$ cat src/hdl/calendar_date_info_defines.svh
// Assertion macros for the calendar date info block.
// Included by the modules that carry concurrent checks; needs no package.
`ifndef CALENDAR_DATE_INFO_DEFINES_SVH
`define CALENDAR_DATE_INFO_DEFINES_SVH

// same-cycle implication, disabled while in reset
`define CDI_ASSERT_NOW(lbl, clk, rstn, ante, cons) \
    lbl: assert property (@(posedge clk) disable iff (!rstn) (ante) |-> (cons)) \
        else $error("calendar_date_info: check failed");

// next-cycle implication, disabled while in reset
`define CDI_ASSERT_NEXT(lbl, clk, rstn, ante, cons) \
    lbl: assert property (@(posedge clk) disable iff (!rstn) (ante) |=> (cons)) \
        else $error("calendar_date_info: check failed");

`endif

$ cat src/hdl/cdi_pkg.sv
// Shared types, register codes and calendar tables for the calendar date info block.
// No dependencies.
package cdi_pkg;

    localparam logic REG_WEEKEND_MASK = 1'b0;
    localparam logic REG_WEEK_END_DAY = 1'b1;

    localparam int CFG_WIDTH = 7;
    localparam logic [2:0] WEEKDAY_INVALID = 3'd7;

    // floor(y / 100) = (y * 5243) >> 19, exact for y below 16384
    localparam int RECIP100 = 5243;
    localparam int SHIFT100 = 19;
    // floor(s / 7) = (s * 9363) >> 16, exact for s below 13110
    localparam int RECIP7 = 9363;
    localparam int SHIFT7 = 16;

    typedef struct packed {
        logic [6:0] weekend_mask;
        logic [2:0] week_end_day;
    } cfg_t;

    // first member ends up in the highest bits
    typedef struct packed {
        logic       date_invalid;
        logic [8:0] days_to_year_end;
        logic [4:0] days_to_month_end;
        logic [2:0] days_to_week_end;
        logic       is_business_day;
        logic       is_weekend;
        logic       is_week_end_day;
        logic [2:0] weekday;
    } res_t;

    function automatic logic [4:0] month_len_f(input logic [3:0] month);
        logic [4:0] len;
        case (month)
            4'd1, 4'd3, 4'd5, 4'd7, 4'd8, 4'd10, 4'd12: len = 5'd31;
            4'd4, 4'd6, 4'd9, 4'd11:                   len = 5'd30;
            4'd2:                                      len = 5'd28;
            default:                                   len = 5'd0;
        endcase
        return len;
    endfunction

    function automatic logic [8:0] days_before_f(input logic [3:0] month);
        logic [8:0] n;
        case (month)
            4'd2:    n = 9'd31;
            4'd3:    n = 9'd59;
            4'd4:    n = 9'd90;
            4'd5:    n = 9'd120;
            4'd6:    n = 9'd151;
            4'd7:    n = 9'd181;
            4'd8:    n = 9'd212;
            4'd9:    n = 9'd243;
            4'd10:   n = 9'd273;
            4'd11:   n = 9'd304;
            4'd12:   n = 9'd334;
            default: n = 9'd0;
        endcase
        return n;
    endfunction

    // (31 * m) / 12 with m the March-based month number
    function automatic logic [4:0] month_term_f(input logic [3:0] month);
        logic [4:0] t;
        case (month)
            4'd3:    t = 5'd2;
            4'd4:    t = 5'd5;
            4'd5:    t = 5'd7;
            4'd6:    t = 5'd10;
            4'd7:    t = 5'd12;
            4'd8:    t = 5'd15;
            4'd9:    t = 5'd18;
            4'd10:   t = 5'd20;
            4'd11:   t = 5'd23;
            4'd12:   t = 5'd25;
            4'd1:    t = 5'd28;
            4'd2:    t = 5'd31;
            default: t = 5'd0;
        endcase
        return t;
    endfunction

endpackage

$ cat src/hdl/cdi_core.sv
// Four-stage date pipeline: divide, sum and leap, modulo seven, week flags.
// Depends on cdi_pkg and calendar_date_info_defines.svh.
`include "calendar_date_info_defines.svh"

module cdi_core (
    input  logic          aclk,
    input  logic          aresetn,
    input  logic          in_valid,
    output logic          in_ready,
    input  logic [4:0]    in_day,
    input  logic [3:0]    in_month,
    input  logic [13:0]   in_year,
    input  cdi_pkg::cfg_t cfg,
    output logic          out_valid,
    input  logic          out_ready,
    output cdi_pkg::res_t out_res
);

    logic v1_reg, v2_reg, v3_reg, v4_reg;
    logic v1_next, v2_next, v3_next, v4_next;
    logic rdy1, rdy2, rdy3, rdy4;

    assign rdy4 = !v4_reg || out_ready;
    assign rdy3 = !v3_reg || rdy4;
    assign rdy2 = !v2_reg || rdy3;
    assign rdy1 = !v1_reg || rdy2;
    assign in_ready = rdy1;

    assign v1_next = rdy1 ? in_valid : v1_reg;
    assign v2_next = rdy2 ? v1_reg : v2_reg;
    assign v3_next = rdy3 ? v2_reg : v3_reg;
    assign v4_next = rdy4 ? v3_reg : v4_reg;

    always_ff @(posedge aclk) begin
        if (!aresetn) begin
            v1_reg <= 1'b0;
            v2_reg <= 1'b0;
            v3_reg <= 1'b0;
            v4_reg <= 1'b0;
        end else begin
            v1_reg <= v1_next;
            v2_reg <= v2_next;
            v3_reg <= v3_next;
            v4_reg <= v4_next;
        end
    end

    // stage 1: shifted year and divisions by 100
    logic        early;
    logic [13:0] y_shift;
    logic [26:0] prod_y, prod_yr;
    logic [4:0]  s1_day_reg;
    logic [3:0]  s1_month_reg;
    logic [13:0] s1_year_reg, s1_y_reg;
    logic [7:0]  s1_qy_reg, s1_qyr_reg;
    logic        s1_bad_reg;

    assign early   = (in_month <= 4'd2);
    assign y_shift = in_year - {13'd0, early};
    assign prod_y  = 27'(y_shift) * 27'(cdi_pkg::RECIP100);
    assign prod_yr = 27'(in_year) * 27'(cdi_pkg::RECIP100);

    always_ff @(posedge aclk) begin
        if (rdy1) begin
            s1_day_reg   <= in_day;
            s1_month_reg <= in_month;
            s1_year_reg  <= in_year;
            s1_y_reg     <= y_shift;
            s1_qy_reg    <= prod_y[cdi_pkg::SHIFT100 +: 8];
            s1_qyr_reg   <= prod_yr[cdi_pkg::SHIFT100 +: 8];
            s1_bad_reg   <= (in_month == 4'd0) || (in_month > 4'd12) || (in_year == 14'd0)
                            || (in_year > 14'd9999) || (in_day == 5'd0);
        end
    end

    // stage 2: leap rule, month length, day of year, weekday sum
    logic [13:0] hundreds;
    logic        div100, leap;
    logic [4:0]  mlen;
    logic [14:0] sum;
    logic [8:0]  doy;
    logic [14:0] s2_sum_reg;
    logic [4:0]  s2_mlen_reg, s2_day_reg;
    logic [8:0]  s2_doy_reg;
    logic        s2_leap_reg, s2_bad_reg;

    assign hundreds = 14'({6'd0, s1_qyr_reg} * 14'd100);
    assign div100   = (hundreds == s1_year_reg);
    assign leap     = ((s1_year_reg[1:0] == 2'd0) && !div100)
                      || (div100 && (s1_qyr_reg[1:0] == 2'd0));
    assign mlen     = cdi_pkg::month_len_f(s1_month_reg)
                      + {4'd0, leap && (s1_month_reg == 4'd2)};
    assign doy      = cdi_pkg::days_before_f(s1_month_reg) + {4'd0, s1_day_reg}
                      + {8'd0, leap && (s1_month_reg > 4'd2)};
    assign sum      = {1'b0, s1_y_reg} + {3'd0, s1_y_reg[13:2]} - {7'd0, s1_qy_reg}
                      + {9'd0, s1_qy_reg[7:2]} + {10'd0, s1_day_reg}
                      + {10'd0, cdi_pkg::month_term_f(s1_month_reg)};

    always_ff @(posedge aclk) begin
        if (rdy2) begin
            s2_sum_reg  <= sum;
            s2_mlen_reg <= mlen;
            s2_day_reg  <= s1_day_reg;
            s2_doy_reg  <= doy;
            s2_leap_reg <= leap;
            s2_bad_reg  <= s1_bad_reg || (s1_day_reg > mlen);
        end
    end

    // stage 3: weekday by reciprocal, remaining day counts
    logic [28:0] prod7;
    logic [12:0] q7;
    logic [14:0] rem7;
    logic [2:0]  s3_wd_reg;
    logic [4:0]  s3_dme_reg;
    logic [8:0]  s3_dye_reg;
    logic        s3_bad_reg;

    assign prod7 = 29'(s2_sum_reg) * 29'(cdi_pkg::RECIP7);
    assign q7    = prod7[cdi_pkg::SHIFT7 +: 13];
    assign rem7  = s2_sum_reg - {q7[11:0], 3'd0} + {2'd0, q7};

    always_ff @(posedge aclk) begin
        if (rdy3) begin
            s3_wd_reg  <= rem7[2:0];
            s3_dme_reg <= s2_mlen_reg - s2_day_reg + 5'd1;
            s3_dye_reg <= (s2_leap_reg ? 9'd367 : 9'd366) - s2_doy_reg;
            s3_bad_reg <= s2_bad_reg;
        end
    end

    // stage 4: week flags against the configuration, zero an invalid date
    logic [3:0]    to_end;
    logic [2:0]    dwe;
    logic          wk;
    cdi_pkg::res_t res_next;
    cdi_pkg::res_t res_reg;

    assign to_end = {1'b0, cfg.week_end_day} + 4'd7 - {1'b0, s3_wd_reg};
    assign dwe    = (to_end >= 4'd7) ? 3'(to_end - 4'd7) : to_end[2:0];
    assign wk     = cfg.weekend_mask[s3_wd_reg];

    always_comb begin
        res_next = '0;
        if (s3_bad_reg) begin
            res_next.date_invalid = 1'b1;
        end else begin
            res_next.weekday           = s3_wd_reg;
            res_next.is_week_end_day   = (s3_wd_reg == cfg.week_end_day);
            res_next.is_weekend        = wk;
            res_next.is_business_day   = !wk;
            res_next.days_to_week_end  = dwe;
            res_next.days_to_month_end = s3_dme_reg;
            res_next.days_to_year_end  = s3_dye_reg;
        end
    end

    always_ff @(posedge aclk) begin
        if (rdy4) begin
            res_reg <= res_next;
        end
    end

    assign out_valid = v4_reg;
    assign out_res   = res_reg;

    `CDI_ASSERT_NOW(a_invalid_zero, aclk, aresetn, v4_reg && res_reg.date_invalid,
        res_reg.days_to_month_end == 5'd0 && res_reg.days_to_year_end == 9'd0
        && res_reg.weekday == 3'd0)
    `CDI_ASSERT_NOW(a_valid_counts, aclk, aresetn, v4_reg && !res_reg.date_invalid,
        res_reg.days_to_month_end != 5'd0 && res_reg.days_to_year_end != 9'd0
        && res_reg.weekday != cdi_pkg::WEEKDAY_INVALID)
    `CDI_ASSERT_NOW(a_week_end, aclk, aresetn, v4_reg && !res_reg.date_invalid,
        (res_reg.days_to_week_end == 3'd0) == res_reg.is_week_end_day
        && res_reg.is_business_day != res_reg.is_weekend)
    `CDI_ASSERT_NEXT(a_stage_hold, aclk, aresetn, v3_reg && !rdy3, v3_reg && v4_reg)

endmodule

$ cat src/hdl/calendar_date_info.sv
// Gregorian date information: weekday, week flags and days left to week, month and year end.
// Each input transfer passes through the four-stage pipeline, each stage registered, with
// per-stage stall; one transfer per cycle sustained while m_tready stays high.
// Reset (aresetn low, synchronous) empties the pipeline and sets weekend_mask to 48 and
// week_end_day to 6.
// Depends on cdi_pkg and cdi_core.
module calendar_date_info (
    input  logic        aclk,
    input  logic        aresetn,
    input  logic        s_tvalid,
    output logic        s_tready,
    input  logic [23:0] s_tdata,   // day[4:0], month[8:5], year[22:9], zero[23]
    output logic        m_tvalid,
    input  logic        m_tready,
    output logic [23:0] m_tdata,   // weekday[2:0], is_week_end_day[3], is_weekend[4],
                                   // is_business_day[5], days_to_week_end[8:6],
                                   // days_to_month_end[13:9], days_to_year_end[22:14],
                                   // date_invalid[23]
    input  logic        cfg_wen,
    input  logic        cfg_addr,
    input  logic [cdi_pkg::CFG_WIDTH-1:0] cfg_wdata
);

    cdi_pkg::cfg_t cfg_reg, cfg_next;
    cdi_pkg::res_t res;

    always_comb begin
        cfg_next = cfg_reg;
        if (cfg_wen) begin
            unique case (cfg_addr)
                cdi_pkg::REG_WEEKEND_MASK: cfg_next.weekend_mask = cfg_wdata[6:0];
                cdi_pkg::REG_WEEK_END_DAY: begin
                    if (cfg_wdata[2:0] != cdi_pkg::WEEKDAY_INVALID) begin
                        cfg_next.week_end_day = cfg_wdata[2:0];
                    end
                end
                default: cfg_next = cfg_reg;
            endcase
        end
    end

    always_ff @(posedge aclk) begin
        if (!aresetn) begin
            cfg_reg.weekend_mask <= 7'd48;
            cfg_reg.week_end_day <= 3'd6;
        end else begin
            cfg_reg <= cfg_next;
        end
    end

    cdi_core u_core (
        .aclk      (aclk),
        .aresetn   (aresetn),
        .in_valid  (s_tvalid),
        .in_ready  (s_tready),
        .in_day    (s_tdata[4:0]),
        .in_month  (s_tdata[8:5]),
        .in_year   (s_tdata[22:9]),
        .cfg       (cfg_reg),
        .out_valid (m_tvalid),
        .out_ready (m_tready),
        .out_res   (res)
    );

    assign m_tdata = res;

endmodule
$ cat config.mk
export PLATFORM = sky130hd
export DESIGN_NAME = calendar_date_info
export DESIGN_NICKNAME = d
export VERILOG_FILES = /design/src/hdl/cdi_pkg.sv /design/src/hdl/cdi_core.sv /design/src/hdl/calendar_date_info.sv
export VERILOG_INCLUDE_DIRS = /design/src /design/src/hdl
export SDC_FILE = /design/constraint.sdc
export NUM_CORES = 1
export LEC_CHECK = 0
export ABC_CLOCK_PERIOD_IN_PS = 9230
export BUFFER_PORTS_ARGS = -buffer_cell sky130_fd_sc_hd__buf_2
export CORE_UTILIZATION = 62
export CTS_CLUSTER_SIZE = 12
export DETAILED_ROUTE_END_ITERATION = 7
export PLACE_DENSITY_LB_ADDON = 0.05
export SLEW_MARGIN = 25
export SYNTH_ARGS = -nofsm -noshare
export SYNTH_HDL_FRONTEND = slang
export SYNTH_HIERARCHICAL = 1
export SYNTH_SLANG_ARGS = --single-unit
$ cat constraint.sdc
create_clock -name aclk -period 9.23 [get_ports aclk]
set_input_delay 1.3845 -clock aclk [delete_from_list [all_inputs] [get_ports aclk]]
set_output_delay 1.3845 -clock aclk [all_outputs]
set_load 0.03 [all_outputs]
After elaboration in Yosys (flattened, before gate mapping) --
Memory sizes are Yosys's and may differ from the RTL's. A register that Yosys moved wholly into a read port is not among the register bits. Cells that the tools add are included. W data, S select, Z words.
Storage, ports and cells: register bits 146, bits in read-only memories 304, input bits 37, memories kept 3
Operators by class: add/subtract/negate cells 17, multiply operators 4, order comparisons 7, equality and inequality tests 4, muxes and demuxes 8, bitwise gates (word level) 1, reductions and logical operators 27
Memories:
- (name not given) | words 16, width 9, rd ports 1, clocked after memory_dff 1, wr ports 0, line cdi_pkg.sv:48 | case (month)
- (name not given) | words 16, width 5, rd ports 1, clocked after memory_dff 1, wr ports 0, line cdi_pkg.sv:68 | case (month)
- (name not given) | words 16, width 5, rd ports 1, clocked after memory_dff 1, wr ports 0, line cdi_pkg.sv:37 | case (month)
Operators by type and width (number):
- $mul A14 B13 Y27 const B | 2
- $add A15 B5 Y15 | 2
- $mul A15 B14 Y19 const B | 1
- $add A14 B12 Y15 | 1
- $add A15 B6 Y15 | 1
- $sub A15 B8 Y15 | 1
- $eq A14 B14 Y1 | 1
- $gt A14 B14 Y1 const B | 1
- $logic_not A14 Y1 | 1
- $sub A14 B1 Y14 | 1
- $mul A8 B5 Y12 const B | 1
- $mux W4 | 3
- $logic_or A1 B1 Y1 | 10
- $add A9 B1 Y9 | 1
- $add A9 B5 Y9 | 1
- $sub A9 B9 Y9 | 1
- $logic_not A1 Y1 | 6
- $add A5 B1 Y5 | 1
- $add A5 B1 Y5 const B | 1
- $gt A5 B5 Y1 | 1
- $logic_not A5 Y1 | 1
- $sub A5 B5 Y5 | 1
- $add A3 B3 Y4 const B | 1
- $eq A4 B2 Y1 const B | 1
- other kinds (20) | 26

Longest topological paths before layout --
word-level depth 9, gate-level depth with buffers 26, depth with buffers taken out 26

Hierarchy --
The synthesis kept the hierarchy.
By module, submodules not included:
- cdi_core | instances 1, cells an instance 1530, area an instance 17022.6 µm², sequential area each 4384.2 µm²
- calendar_date_info | instances 1, cells an instance 45, area an instance 401.6 µm², sequential area each 200.2 µm²

Least setup slack after synthesis --
Ideal clock, no wire load.
kind input -> register, from in s_tdata[5], to reg u_core.s1_qy_reg[5] (data pin), arrival time 6.816 ns, required time 8.972 ns, setup slack 2.157 ns, cell stages on the path 22, path through a211oi_1 ha_1 nor2b_1 nand2_1 nor2_1 nand2_1 xnor2_2 inv_1 ha_1 fa_1 fa_1 fa_1 inv_1 fa_1 inv_1 ha_1 a211o_1 a211oi_1 a31oi_1 a22oi_1 nor2b_1 xnor2_1
On the way: cells in the longest elaborated chain, start to end 3
RTL lines:
- start, declared | line calendar_date_info.sv:12 | input logic [23:0] s_tdata,
- $le A4 B2 Y1 | line cdi_core.sv:58 | assign early = (in_month <= 4'd2);
- $sub A14 B1 Y14 | line cdi_core.sv:59 | assign y_shift = in_year - {13'd0, early};
- net u_core.y_shift[10] | line cdi_core.sv:50 | logic [13:0] y_shift;
- $mul A14 B13 Y27 | line cdi_core.sv:60 | assign prod_y = 27'(y_shift) * 27'(cdi_pkg::RECIP100);
- net u_core.prod_y[24] | line cdi_core.sv:51 | logic [26:0] prod_y, prod_yr;
- end signal, assigned | line cdi_core.sv:69 | s1_qy_reg <= prod_y[cdi_pkg::SHIFT100 +: 8];
- end, declared | line cdi_core.sv:55 | logic [7:0] s1_qy_reg, s1_qyr_reg;
The timed path passes the listed nets, and every way through them passes these cells. A chain may end at the register's enable or synchronous reset.

Final worst setup path --
Same ends and word-level chain as after synthesis.

==> impl_metrics.sql <==
INSERT INTO impl_metrics (metric_group, metric, value, unit) VALUES
('die', 'horizontal_die_dimension', '170', 'um'),
('die', 'initial_utilization', '0.629', ''),
('die', 'die_area', '28800', 'um2'),
('timing', 'setup-tns-final', '0', 'ps'),
('detailed_routing', 'viasPerCell', '5.20', ''),
('grt', 'maximum_number_of_pins_on_one_net_before_global_route_repair', '62', ''),
('setup_path', 'cp.buffers_inverters', '6', ''),
('setup_path', 'start_to_end_type_of_the_worst_setup_path', 'in2reg', ''),
('synth', 'synth_area_leaders', 'sky130_fd_sc_hd__ha_1, sky130_fd_sc_hd__edfxtp_1, sky130_fd_sc_hd__fa_1', ''),
('status', 'result_of_the_run', 'complete, no violations', ''),
('timing', 'layout_min_cycle_time', '7660', 'ps'),
('synth', 'ys_dominant_reg_cell', 'sky130_fd_sc_hd__edfxtp_1', ''),
('timing', 'timing.max_slew.rel_slack', '0.386', ''),
('synth', 'synth_area', '17400', 'um2'),
('synth', 'gate_count_after_technology_mapping', '1575', ''),
('cts', 'path_clk_slew', '70', 'ps'),
('cts', 'cts.root.buffer_cell', 'sky130_fd_sc_hd__clkbuf_16', ''),
('setup_path', 'critPathTopFamily', 'adder cells', ''),
('cells_and_area', 'layout.cells.non_filler', '2046', ''),
('grt', 'first_global_vias', '11300', ''),
('setup_path', 'cpMaxStageDelayCell', 'sky130_fd_sc_hd__fa_1', ''),
('timing', 'timing.clock.skew', '9.69', 'ps'),
('place', 'port-buffer-count', '61', ''),
('detailed_routing', 'wl_per_cell', '14.9', 'um'),
('cts', 'clock_latency', '430', 'ps'),
('setup_path', 'crit_path_max_incr_delay', '590', 'ps'),
('setup_path', 'startpoint', 's_tdata[5]', ''),
('setup_path', 'worst_r2r_path_depth', '20', ''),
('run', 'timing.max_cap.violations', '0', ''),
('synth', 'postSynth.asyncResetShare', '0', ''),
('worst_hold_path', 'hold_path_class', 'reg2reg', ''),
('place', 'weighted_congestion_at_the_end_of_routability_driven_global_placement', '0.874', ''),
('cts', 'number_of_buffers_inserted_during_clock_tree_synthesis', '17', ''),
('grt', 'track_usage', '0.233', ''),
('synth', 'synth_seq_cells', '163', ''),
('timing', 'final_hold_viol_count', '0', ''),
('die', 'number_of_core_rows', '61', ''),
('synth', 'synth-edff-count', '132', ''),
('grt', 'wire_length_of_the_first_global_routing_pass', '52.5', 'mm'),
('synth', 'synth-seq-area-share', '0.263', ''),
('setup_path', 'worstPathArrival', '7840', 'ps'),
('detailed_routing', 'routed-via-count', '10600', ''),
('timing', 'rsz0062_at_grt', 'false', ''),
('cts', 'cts.repair_timing.setup_buffer_count', '0', ''),
('worst_hold_path', 'holdCritStartpoint', 'u_core/s2_bad_reg', ''),
('cts', 'htree_num_levels', '4', ''),
('cts', 'hold_buffers', '0', ''),
('cts', 'tritoncts', 'done', ''),
('timing', 'post-route-period-util', '0.830', ''),
('timing', 'worstMarginPinSlew', '918', 'ps'),
('detailed_routing', 'detailedRoute.firstPassIterationCount', '4', ''),
('setup_path', 'timing.critical_path.to', 'u_core/s1_qy_reg[5]', ''),
('cts', 'cts.path.max_buffers', '2', ''),
('synth', 'syn-num-nets', '2156', ''),
('cells_and_area', 'fill_cells', '2150', ''),
('grt', 'global_route.overflow_total', '0', ''),
('setup_path', 'timing.critical_path.fanout_max', '7', ''),
('detailed_routing', 'dr.first_iter.drc_count', '418', ''),
('cells_and_area', 'fin_nets', '2235', ''),
('setup_path', 'timing.critical_path.to_type', 'flip-flop', ''),
('timing', 'finalSetupViolations', '0', ''),
('die', 'floorplan.io_pins', '63', ''),
('place', 'place.detailed.hpwl', '26.4', 'mm'),
('setup_path', 'cp.required', '9410', 'ps'),
('synth', 'synth.avg_cell_area', '11.1', 'um2'),
('detailed_routing', 'wl', '30.4', 'mm'),
('cts', 'cts.repair.resized', '0', ''),
('synth', 'synth_warnings', '6', ''),
('grt', 'grt_antenna_before_repair', '1', ''),
('synth', 'synth_largest_type_area_fraction', '0.257', ''),
('setup_path', 'r2r_end', 'u_core/s3_wd_reg[2]', '');
-- worst reg2reg max path, delay by kind of cell, from the launching register on --
kind / cells / cell delay [ps]
buffers and inverters: 2 / 140
AND/OR/NAND/NOR: 4 / 460
XOR/XNOR: 4 / 610
flip-flops: 1 / 510
adder cells (fa/ha/maj): 7 / 3290
AO/OA/AOI/OAI: 3 / 480
-- metal layers --
metal | routed length, um | global-route usage | part of all wire | vias up
li1 | - | - | - | 5342
met1 | 13200 | 0.282 | 0.43 | 5158
met2 | 16000 | 0.437 | 0.53 | 112
met3 | 676 | 0.0264 | 0.022 | 29
met4 | 521 | 0.0615 | 0.017 | 2
met5 | 13 | 0 | 0.00043 | -
-- cell type report --
type / count / area, um2 / share of cell area
diodes: 1 / 2.50 / 0.000133
clock buffers: 17 / 425 / 0.0226
clock inverters: 15 / 205 / 0.0109
inverters: 373 / 1400 / 0.0743
multi-input cells: 1031 / 11400 / 0.605
flip-flops and latches: 163 / 4580 / 0.243
well taps: 378 / 473 / 0.0251
repair buffers: 68 / 358 / 0.0190
-- stage by stage --
step | setup slack [ps] | instance area, um2 | hold WS (ps)
3_5_place_dp | 1160 | 18200 | 419
3_3_place_gp | 1290 | 18200 | 406
4_1_cts | 1570 | 18800 | 437
5_1_grt | 1140 | 18800 | 439
2_1_floorplan | 2160 | 17400 | 400
6_report | 1570 | 18800 | 431
-- cell usage after synthesis (3+ instances only) --
cell / n
sky130_fd_sc_hd__edfxtp_1: 132
sky130_fd_sc_hd__a211oi_1: 6
sky130_fd_sc_hd__mux2i_1: 4
sky130_fd_sc_hd__nand3_1: 19
sky130_fd_sc_hd__o21ai_1: 21
sky130_fd_sc_hd__o31ai_1: 3
sky130_fd_sc_hd__nand4_1: 9
sky130_fd_sc_hd__a21oi_1: 46
sky130_fd_sc_hd__inv_2: 3
sky130_fd_sc_hd__nor2b_1: 26
sky130_fd_sc_hd__mux2i_4: 3
sky130_fd_sc_hd__inv_1: 370
sky130_fd_sc_hd__o21ai_0: 17
sky130_fd_sc_hd__or3_1: 4
sky130_fd_sc_hd__a211o_1: 3
sky130_fd_sc_hd__o21a_1: 8
sky130_fd_sc_hd__a31oi_1: 9
sky130_fd_sc_hd__nand2b_1: 5
sky130_fd_sc_hd__a21o_1: 21
sky130_fd_sc_hd__o211ai_1: 7
sky130_fd_sc_hd__a21boi_2: 5
sky130_fd_sc_hd__ha_1: 358
sky130_fd_sc_hd__o21bai_1: 4
sky130_fd_sc_hd__or2_2: 3
sky130_fd_sc_hd__clkbuf_1: 3
sky130_fd_sc_hd__nand2_1: 59
sky130_fd_sc_hd__dfxtp_1: 31
sky130_fd_sc_hd__xor2_1: 19
sky130_fd_sc_hd__nor3_1: 13
sky130_fd_sc_hd__a21oi_2: 4
sky130_fd_sc_hd__fa_1: 186
sky130_fd_sc_hd__xnor2_1: 70
sky130_fd_sc_hd__and3_1: 9
sky130_fd_sc_hd__nor2_1: 42
-- logic make-up (layout without fill, tap and decap cells) --
logic type	Yosys count	after routing	synth area share
buffers and inverters	381	473	0.0827
AO/OA/AOI/OAI	179	179	0.0686
other	0	1	0
multiplexers	10	10	0.00912
flip-flops	163	163	0.263
adder cells (fa/ha/maj)	544	544	0.471
XOR/XNOR	91	91	0.0466
AND/OR/NAND/NOR	207	207	0.0592
-- placed cells by master, fill, tap and decap left out, drive strengths merged, types with 3 or more instances in the layout --
cell type / instances
nand3: 19
nand2: 61
nand4: 9
nor3: 13
clkinv: 4
clkbuf: 17
a211oi: 6
a21oi: 50
edfxtp: 132
ha: 358
o21ai: 39
o21bai: 4
a211o: 3
o31ai: 3
or2: 5
xor2: 19
inv: 381
and3: 11
buf: 68
nand2b: 6
a31oi: 9
or3: 4
nor2b: 27
xnor2: 72
a21boi: 9
a21o: 21
dfxtp: 31
mux2i: 8
fa: 186
o211ai: 8
o21a: 8
nor2: 42
-- worst min path at each step --
stage	end	slack, ps	cells after the start
after floorplan	u_core/s3_bad_reg	400	0
after global placement	u_core/s3_bad_reg	410	0
after detailed placement	u_core/s3_bad_reg	420	0
after CTS	u_core/s3_bad_reg	440	0
after global routing	u_core/s3_bad_reg	440	0
final	u_core/s3_bad_reg	430	0
Power is not shown: default switching activity piles up to over one toggle a cycle in this logic, so the estimate is an artifact.
